==> src/rtl/core/cbs_div.sv <==
// Pipelined restoring divider, one quotient bit per stage.
// No dependencies; the caller guarantees the quotient fits in QB bits.
module cbs_div #(
  parameter int DSR_W = 16,
  parameter int QB    = 15
) (
  input  logic                  clk,
  input  logic [DSR_W+QB-1:0]   dvd_i,
  input  logic [DSR_W-1:0]      dsr_i,
  output logic [QB-1:0]         quo_o
);

  localparam int W = DSR_W + QB;

  logic [W-1:0]     rem_r [QB];
  logic [QB-1:0]    quo_r [QB];
  logic [DSR_W-1:0] dsr_r [QB];

  for (genvar k = 0; k < QB; k++) begin : g_stage
    logic [W-1:0]     rem_in;
    logic [QB-1:0]    quo_in;
    logic [DSR_W-1:0] dsr_in;
    logic [W-1:0]     trial;
    logic             ge;
    logic [W-1:0]     rem_nxt;
    logic [QB-1:0]    quo_nxt;

    if (k == 0) begin : g_first
      assign rem_in = dvd_i;
      assign quo_in = '0;
      assign dsr_in = dsr_i;
    end else begin : g_next
      assign rem_in = rem_r[k-1];
      assign quo_in = quo_r[k-1];
      assign dsr_in = dsr_r[k-1];
    end

    assign trial   = W'(dsr_in) << (QB - 1 - k);
    assign ge      = rem_in >= trial;
    assign rem_nxt = ge ? rem_in - trial : rem_in;
    assign quo_nxt = quo_in | (QB'(ge) << (QB - 1 - k));

    always_ff @(posedge clk) begin
      rem_r[k] <= rem_nxt;
      quo_r[k] <= quo_nxt;
      dsr_r[k] <= dsr_in;
    end
  end

  assign quo_o = quo_r[QB-1];

endmodule

==> config.mk <==
export PLATFORM = sky130hd
export DESIGN_NAME = cbs_div
export DESIGN_NICKNAME = d
export VERILOG_FILES = /design/src/rtl/core/cbs_div.sv
export SDC_FILE = /design/constraint.sdc
export NUM_CORES = 1
export LEC_CHECK = 0
export BUFFER_PORTS_ARGS = -buffer_cell sky130_fd_sc_hd__buf_2
export CORE_MARGIN = 2
export CORE_UTILIZATION = 50
export DETAILED_ROUTE_END_ITERATION = 6
export PLACE_DENSITY = 0.66
export RECOVER_POWER = 50
export SLEW_MARGIN = 30
export SYNTH_ARGS = -nofsm -noshare
export SYNTH_HDL_FRONTEND = slang
export SYNTH_SLANG_ARGS = --single-unit
==> constraint.sdc <==
create_clock -name clk -period 3.98 [get_ports clk]
set_input_delay 0.597 -clock clk [delete_from_list [all_inputs] [get_ports clk]]
set_output_delay 0.597 -clock clk [all_outputs]
set_load 0.05 [all_outputs]
==> results of run 1 <==
==> cell type report <==
class                   count  share of cell area
clock buffers             106             0.06269
clock inverters            41             0.01382
flip-flops and latches    778              0.4299
well taps                 846             0.02922
multi-input cells        2192              0.4205
inverters                 307             0.03181
repair buffers             83             0.01205
==> synthesized netlist by cell type (39+ instances only) <==
cell | instances | area share
inv_1 | 305 | 0.036
nor2b_1 | 39 | 0.0076
o21ai_0 | 195 | 0.030
nand2b_1 | 44 | 0.0086
a21o_1 | 85 | 0.020
dfxtp_1 | 778 | 0.48
clkbuf_1 | 54 | 0.0063
nand3_1 | 60 | 0.0093
xor2_1 | 119 | 0.032
nor4_1 | 46 | 0.0090
ha_1 | 240 | 0.093
nand2_1 | 246 | 0.029
nor2_1 | 228 | 0.027
a21oi_1 | 208 | 0.032
xnor2_1 | 143 | 0.039
nor3_1 | 62 | 0.0097
==> metrics by stage <==
step,util,std cells,power [W],setup WS (ns)
2_1_floorplan,-,3341,0.01981,0.7345
3_3_place_gp,0.5289,4206,0.02244,0.4303
3_5_place_dp,0.5289,4206,0.02275,0.4333
4_1_cts,0.5727,4353,0.03049,0.4218
5_1_grt,0.5722,4353,0.03243,0.0004765
6_report,0.5722,4353,0.03040,0.2733
==> logic make-up (layout without fill, tap and decap cells) <==
family	count (synthesis)	after routing	share of synthesized area
fa+ha+maj	254	254	0.1021
compound gates	741	741	0.1467
simple gates	895	895	0.1375
xor+xnor	263	263	0.07189
mux	39	39	0.01355
flops	778	778	0.4845
buf+inv	371	537	0.04363
==> worst register-to-register path: stages (launching register included) <==
cell and delay, ns:
dfxtp_1 0.30, inv_1 0.07, ha_1 0.19, inv_1 0.06
fa_1 0.41, a21o_1 0.18, a21oi_1 0.24, o21a_1 0.23
nor3_1 0.08, o21ai_0 0.46, a22oi_1 0.22, a2111oi_2 0.78
nand3b_1 0.20, xnor2_1 0.18
==> per-layer routing <==
metal | up-vias | routed length (µm) | GRT usage
met4 | 0 | 3083 | 0.09827
met1 | 10990 | 33290 | 0.2797
met2 | 529 | 34860 | 0.3786
li1 | 11770 | - | -
met3 | 187 | 3172 | 0.03484
met5 | - | 0 | 0
==> path summary, 6_finish.rpt <==
| path | startpoint | end | slack, ns | cells after the start |
|---|---|---|---|---|
| worst max-delay path | rem_r[9][4] | rem_r[10][28] | 0.27 | 13 |
| worst min-delay path | dsr_i[3] | dsr_r[0][3] | 0.07 | 1 |
| worst max register to register | rem_r[9][4] | rem_r[10][28] | 0.27 | 13 |
| worst min register to register | quo_r[10][7] | quo_r[11][7] | 0.31 | 0 |
==> power by group <==
group / switching, W / leakage (nW) / internal, W
logic: 0.00628 / 8.07 / 0.00500
clock network: 0.00317 / 1.34 / 0.00442
registers: 0.00158 / 6.53 / 0.00994
==> flip-flops by register name (all words and copies together), names as in the netlist <==
| signal | flops |
|---|---|
| rem_r | 434 |
| dsr_r | 224 |
| quo_r | 120 |
==> impl_metrics.json, run 1 <==
{
  "outcome": "completed",
  "drt_iter0_markers": 1641,
  "grt_max_degree": 34,
  "path_common_cell": "inv_1",
  "cts.sinks": 778,
  "timing.fmax_mhz": 269.8,
  "routed_wl_um": 74410,
  "coreArea_um2": 63310,
  "dieArea_um2": 66330,
  "syn2layout_area_growth_pct": 12.70,
  "async_flop_share": 0,
  "io_buffers": 62,
  "fin_nets": 3745,
  "whs_ns": 0.06703,
  "fillCellCount": 5441,
  "rsz0062_at_grt": "no",
  "hold_class": "primary input to flip-flop",
  "setup_viol": 0,
  "critPathCaptureType": "flip-flop",
  "hold_buffers": 0,
  "max-slew-margin-rel": 0.4344,
  "place.detailed.hpwl_um": 58140,
  "ios": 63,
  "initial_core_util": 0.5077,
  "syn_inst": 3341,
  "avgSynthCellArea_um2": 9.621,
  "die_h_um": 257.6,
  "seq_area_frac_synth": 0.4845,
  "cts-root-buf": "clkbuf_16",
  "grt_pass1_wl_um": 119800,
  "grt_antenna_before_repair": 2,
  "yosysUniqueCellTypes": 84,
  "drt-pass1-iter-count": 6,
  "cts_resized": 0,
  "fin_crit_sh": 0.9313,
  "grt_use_total": 0.2227,
  "avgRoutedWirePerCell_um": 17.09,
  "grt.overflow.total": 0,
  "ctsHtreeMaxLevel": 3,
  "viasPerCell": 5.393,
  "grt_pass1_vias": 23620,
  "synth-main-ff-cell": "dfxtp_1",
  "critPathLaunchType": "flip-flop",
  "antenna_cells": 0,
  "place_area_um2": 33480,
  "seqCellArea_um2": 15570,
  "die_x_um": 257.6,
  "cts_made_buffers": 81,
  "yosysWarnings": 0,
  "via_count": 23480,
  "p_leak_nw": 15.95,
  "post_cts_buffers": 0,
  "synth_edf_count": 0,
  "crit_type": "flip-flop to flip-flop",
  "layout_common_cells": "dfxtp_1 (778), inv_1 (305), nand2_1 (246), ha_1 (240), nor2_1 (228)",
  "cts_tree": "done",
  "fin_area_um2": 36230,
  "hold_viol": 0,
  "maxCapViolCount": 0,
  "slowest_stage": "a2111oi_2",
  "ys_ff_latch": 778,
  "period_needed_ns": 3.707,
  "placementRows": 92,
  "crit_chain": "inv_1 > ha_1 > inv_1 > fa_1 > a21o_1 > a21oi_1 > o21a_1 > nor3_1 > o21ai_0 > a22oi_1 > a2111oi_2 > nand3b_1 > xnor2_1",
  "clockBufferDepth": 3,
  "slew_violations": 0,
  "crit_path_max_incr_delay_ns": 0.78,
  "power.density_nw_per_um2": 839.1,
  "route.detailed.drc": 0,
  "final_common_cell": "dfxtp_1",
  "skew_ns": 0.02724,
  "ir_drop_mv": 0.5014,
  "multi_input_area_um2": 15230,
  "drive_above_1_share": 0.07613,
  "synth.cell_area_um2": 32140,
  "clock_latency_ns": 0.64,
  "gp_congestion": 0.9915,
  "critPathTopFamily": "compound AO/OA/AOI/OAI gates",
  "antenna_left": 0,
  "setup_tns_ns": 0,
  "required_ns": 4.50,
  "syn_nets": 3643,
  "critical_path_peak_fanout": 6,
  "worst-path-buf-inv": 2,
  "cp.arrival_ns": 4.22,
  "worst_pin_slew_ns": 0.8374,
  "clkTransAtPathRegs_ns": 0.06
}
Power figures use the tool's default switching activity.
==> run 2: changes to the inputs <==
==> constraint.sdc (replaced) <==
create_clock -name clk -period 3.98 [get_ports clk]
set_input_delay 0.398 -clock clk [delete_from_list [all_inputs] [get_ports clk]]
set_output_delay 0.398 -clock clk [all_outputs]
set_load 0.05 [all_outputs]
==> impl_metrics.json, run 2 (same netlist as run 1, synthesis figures left out) <==
{
  "outcome": "completed",
  "antenna_left": 0,
  "cts_made_buffers": 79,
  "placementRows": 92,
  "reg_top3": "rem_r: 434 flops, dsr_r: 224 flops, quo_r: 120 flops",
  "crit_path_max_incr_delay_ns": 0.45,
  "route.detailed.drc": 0,
  "met2_usage": 0.3929,
  "grt.busiest_layer": "met2",
  "cts-root-buf": "clkbuf_16",
  "grt_max_degree": 34,
  "hold_class": "primary input to flip-flop",
  "syn2layout_area_growth_pct": 14.02,
  "via_count": 23660,
  "cts_tree": "done",
  "crit_type": "flip-flop to flip-flop",
  "clockBufferDepth": 3,
  "ir_drop_mv": 0.4135,
  "critPathCaptureType": "flip-flop",
  "largest_reg_flops": 434,
  "clock_latency_ns": 0.64,
  "fin_crit_sh": 0.9027,
  "met3_usage": 0.03740,
  "avgRoutedWirePerCell_um": 17.18,
  "slew_violations": 0,
  "max-slew-margin-rel": 0.3997,
  "clkTransAtPathRegs_ns": 0.07,
  "routed_wl_um": 75320,
  "period_needed_ns": 3.593,
  "p_leak_nw": 16.16,
  "crit_chain": "inv_1 > ha_1 > inv_1 > fa_1 > a21o_1 > a21oi_1 > o21bai_1 > a31o_1 > and3_4 > a211o_1 > or4_4 > or4_4 > xnor2_2",
  "critPathLaunchType": "flip-flop",
  "cp.arrival_ns": 4.12,
  "grt_use_total": 0.2269,
  "worst-path-buf-inv": 2,
  "skew_ns": 0.03944,
  "dieArea_um2": 66330,
  "maxCapViolCount": 0,
  "layout_common_cells": "dfxtp_1 (778), inv_1 (305), nand2_1 (246), ha_1 (240), nor2_1 (228)",
  "timing.fmax_mhz": 278.3,
  "grt.overflow.total": 0,
  "fin_nets": 3778,
  "die_x_um": 257.6,
  "io_buffers": 62,
  "setup_viol": 0,
  "viasPerCell": 5.395,
  "grt_antenna_before_repair": 2,
  "initial_core_util": 0.5077,
  "cts.sinks": 778,
  "largest-register": "rem_r",
  "hold_viol": 0,
  "post_cts_buffers": 0,
  "cts_resized": 0,
  "ios": 63,
  "critical_path_peak_fanout": 3,
  "worst_pin_slew_ns": 0.8888,
  "final_common_cell": "dfxtp_1",
  "required_ns": 4.51,
  "antenna_cells": 0,
  "rsz0062_at_grt": "no",
  "place_area_um2": 33480,
  "coreArea_um2": 63310,
  "fin_area_um2": 36650,
  "critPathTopFamily": "compound AO/OA/AOI/OAI gates",
  "ctsHtreeMaxLevel": 3,
  "slowest_stage": "or4_4",
  "grt_pass1_vias": 23990,
  "die_h_um": 257.6,
  "grt_use_met1": 0.2837,
  "hold_buffers": 36,
  "drt-pass1-iter-count": 5,
  "drt_iter0_markers": 1468,
  "setup_tns_ns": 0,
  "gp_congestion": 0.9844,
  "grt_pass1_wl_um": 122200,
  "power.density_nw_per_um2": 834.9,
  "place.detailed.hpwl_um": 57670,
  "drive_above_1_share": 0.07968
}
-- run 2: worst reg2reg max path, cell delays in order, from the launching register on --
cell and delay, ns:
dfxtp_1 0.31, inv_1 0.05, ha_1 0.17, inv_1 0.07
fa_1 0.41, a21o_1 0.21, a21oi_1 0.21, o21bai_1 0.15
a31o_1 0.30, and3_4 0.21, a211o_1 0.36, or4_4 0.45
or4_4 0.44, xnor2_2 0.14
-- run 2: worst paths after layout --
check | start | to | slack, ns | cells after the start
setup / recovery | rem_r[10][3] | rem_r[11][27] | 0.39 | 13
hold / removal | dvd_i[23] | rem_r[0][23] | 0.04 | 3
setup reg to reg | rem_r[10][3] | rem_r[11][27] | 0.39 | 13
hold reg to reg | quo_r[12][9] | quo_r[13][9] | 0.32 | 0
-- run 2: routing by layer --
| metal | share of wire | vias to the layer above | routed length [µm] |
|---|---|---|---|
| li1 | - | 11810 | - |
| met1 | 0.44 | 11080 | 33060 |
| met2 | 0.48 | 591 | 36160 |
| met3 | 0.047 | 176 | 3507 |
| met4 | 0.034 | 2 | 2577 |
| met5 | 0.00017 | - | 13 |
-- run 2: report_power, final --
group          internal (W)  total [W]  switching, W
registers           0.00994     0.0115       0.00157
clock network       0.00458    0.00777       0.00319
logic               0.00502     0.0113       0.00630
total                0.0195     0.0306        0.0111
-- run 2: through the flow --
stage | total power [W] | std cells | utilization | hold slack (ns) | setup WS (ns)
3_5_place_dp | 0.02271 | 4205 | 0.5288 | 0.3121 | 0.4465
4_1_cts | 0.03064 | 4385 | 0.5790 | 0.005744 | 0.4142
5_1_grt | 0.03264 | 4385 | 0.5789 | 0.01866 | 0.1631
6_report | 0.03060 | 4385 | 0.5789 | 0.03603 | 0.3874
3_3_place_gp | 0.02242 | 4205 | 0.5288 | 0.3105 | 0.4144
2_1_floorplan | 0.01981 | 3341 | - | 0.3096 | 0.7345
-- run 2: layout make-up --
type	instances	area [µm²]
sequential	778	15570
inverter	307	1152
multi-input combinational	2192	15230
fill	5352	26660
clock buffer	106	2248
clock inverter	38	570.5
tap	846	1059
timing repair buffer	118	813.3
==> run 3: changes to the inputs <==
Settings changed: CORE_ASPECT_RATIO from default to 2, PLACE_DENSITY 0.66 to default, PLACE_DENSITY_LB_ADDON from default to 0.25.
==> impl_metrics.json, run 3 (same netlist as run 1, synthesis figures left out) <==
{
  "reg_top3": "rem_r: 434 flops, dsr_r: 224 flops, quo_r: 120 flops",
  "r2r_cells": 13,
  "grt_pass1_vias": 24750,
  "max-slew-margin-rel": 0.4314,
  "antenna_left": 0,
  "fillCellCount": 5608,
  "p_total_w": 0.02946,
  "die_x_um": 183.3,
  "grt_pass1_wl_um": 117600,
  "worst_r2r_endpoint": "rem_r[11][27]",
  "syn2layout_area_growth_pct": 12.80,
  "slew_violations": 0,
  "drt_iter0_markers": 688,
  "timing.fmax_mhz": 275.3,
  "whs_path_depth": 2,
  "grt.overflow.total": 0,
  "final_common_cell": "dfxtp_1",
  "ir_drop_mv": 0.4246,
  "crit_type": "flip-flop to flip-flop",
  "required_ns": 4.49,
  "holdCritStartpoint": "dvd_i[17]",
  "critical_path_peak_fanout": 3,
  "drive_above_1_share": 0.08162,
  "largest_reg_flops": 434,
  "power.density_nw_per_um2": 812.4,
  "rr_startpoint": "rem_r[10][3]",
  "layout_common_cells": "dfxtp_1 (778), inv_1 (305), nand2_1 (246), ha_1 (240), nor2_1 (228)",
  "fin_nets": 3794,
  "whs_ns": 0.02039,
  "clock_latency_ns": 0.63,
  "largest-register": "rem_r",
  "cts_made_buffers": 69,
  "antenna_cells": 0,
  "dieArea_um2": 66460,
  "critPathLaunchType": "flip-flop",
  "min_to": "rem_r[0][17]",
  "clockBufferDepth": 3,
  "maxCapViolCount": 0,
  "coreArea_um2": 63760,
  "hold_class": "primary input to flip-flop",
  "clkTransAtPathRegs_ns": 0.06,
  "period_needed_ns": 3.632,
  "ctsHtreeMaxLevel": 3,
  "die_h_um": 362.6,
  "route.detailed.drc": 0,
  "routed_wl_um": 74930,
  "grt_antenna_before_repair": 0,
  "p_leak_nw": 16.06,
  "placementRows": 131,
  "cts-root-buf": "clkbuf_16",
  "avgRoutedWirePerCell_um": 17.27,
  "outcome": "completed",
  "io_buffers": 62,
  "slowest_stage": "or4_4",
  "cp.arrival_ns": 4.14,
  "setup_viol": 0,
  "via_count": 23360,
  "initial_core_util": 0.5042,
  "cts.sinks": 778,
  "cts_tree": "done",
  "post_cts_buffers": 0,
  "grt_max_degree": 34,
  "rsz0062_at_grt": "no",
  "place.detailed.hpwl_um": 59800,
  "crit_path_max_incr_delay_ns": 0.45,
  "grt_use_total": 0.2283,
  "setup_tns_ns": 0,
  "skew_ns": 0.02982,
  "fin_crit_sh": 0.9127,
  "worst_pin_slew_ns": 0.8451,
  "viasPerCell": 5.384,
  "ios": 63,
  "drt-pass1-iter-count": 5,
  "crit_chain": "inv_1 > ha_1 > inv_1 > fa_1 > a21o_1 > a21oi_1 > o21bai_1 > a31o_1 > and3_4 > a211o_1 > or4_4 > or4_4 > xnor2_2",
  "reg2reg_slack_ns": 0.35,
  "hold_viol": 0,
  "critPathCaptureType": "flip-flop",
  "gp_congestion": 0.9028
}
-- run 3: final cells by class --
cell class              instances  area (µm²)  share of cell area
clock buffers                  95        1934             0.05335
clock inverters                25       329.1            0.009076
inverters                     307        1152             0.03178
multi-input cells            2192       15240              0.4203
flip-flops and latches        778       15570              0.4296
well taps                     798       998.5             0.02754
repair buffers                144        1031             0.02843
-- run 3: report_power, final --
group          internal (W)  leakage [nW]  total [W]  switching, W
clock               0.00356          1.10    0.00656       0.00300
combinational       0.00517          8.43     0.0116       0.00645
sequential          0.00993          6.53     0.0113       0.00134
total                0.0187          16.1     0.0295        0.0108
-- run 3: repair_timing --
| item | 4_1_cts | 5_1_grt |
|---|---|---|
| hold endpoints to repair | 32 | 0 |
| gates resized for setup | 0 | 0 |
| hold buffers | 32 | 0 |
-- run 3: worst max path at each step --
stage                            start       endpoint  slack (ns)  cells after the start
after floorplan           rem_r[10][3]  rem_r[11][27]        0.73                     13
after global placement    rem_r[10][3]  rem_r[11][27]        0.36                     13
after detailed placement  rem_r[10][3]  rem_r[11][27]        0.37                     13
after CTS                 rem_r[10][3]  rem_r[11][27]        0.36                     13
after global routing      rem_r[10][3]  rem_r[11][27]        0.17                     13
final                     rem_r[10][3]  rem_r[11][27]        0.35                     13
-- run 3: critical path: cells and delay by family (launching register included) --
family / cells / cell delay, ns
buffers and inverters: 2 / 0.11
and+or+nand+nor: 3 / 1.11
adders and majority gates: 2 / 0.56
DFF: 1 / 0.31
AOI/OAI and AO/OA: 5 / 1.30
xor gates and xnor gates: 1 / 0.14
-- run 3: metal layers --
metal / part of all wire / global-route usage
met4: 0.11 / 0.2179
met1: 0.27 / 0.1413
met3: 0.022 / 0.02698
met2: 0.60 / 0.5062
met5: 0 / 0
-- run 3: metrics by stage --
step             util  area, µm²  setup slack (ns)  instances
3_3_place_gp   0.5282      33670            0.3622       4187
4_1_cts        0.5687      36260            0.3593       4339
5_1_grt        0.5687      36260            0.1719       4339
2_1_floorplan       -      32140            0.7345       3341
3_5_place_dp   0.5282      33670            0.3732       4187
6_report       0.5687      36260            0.3476       4339
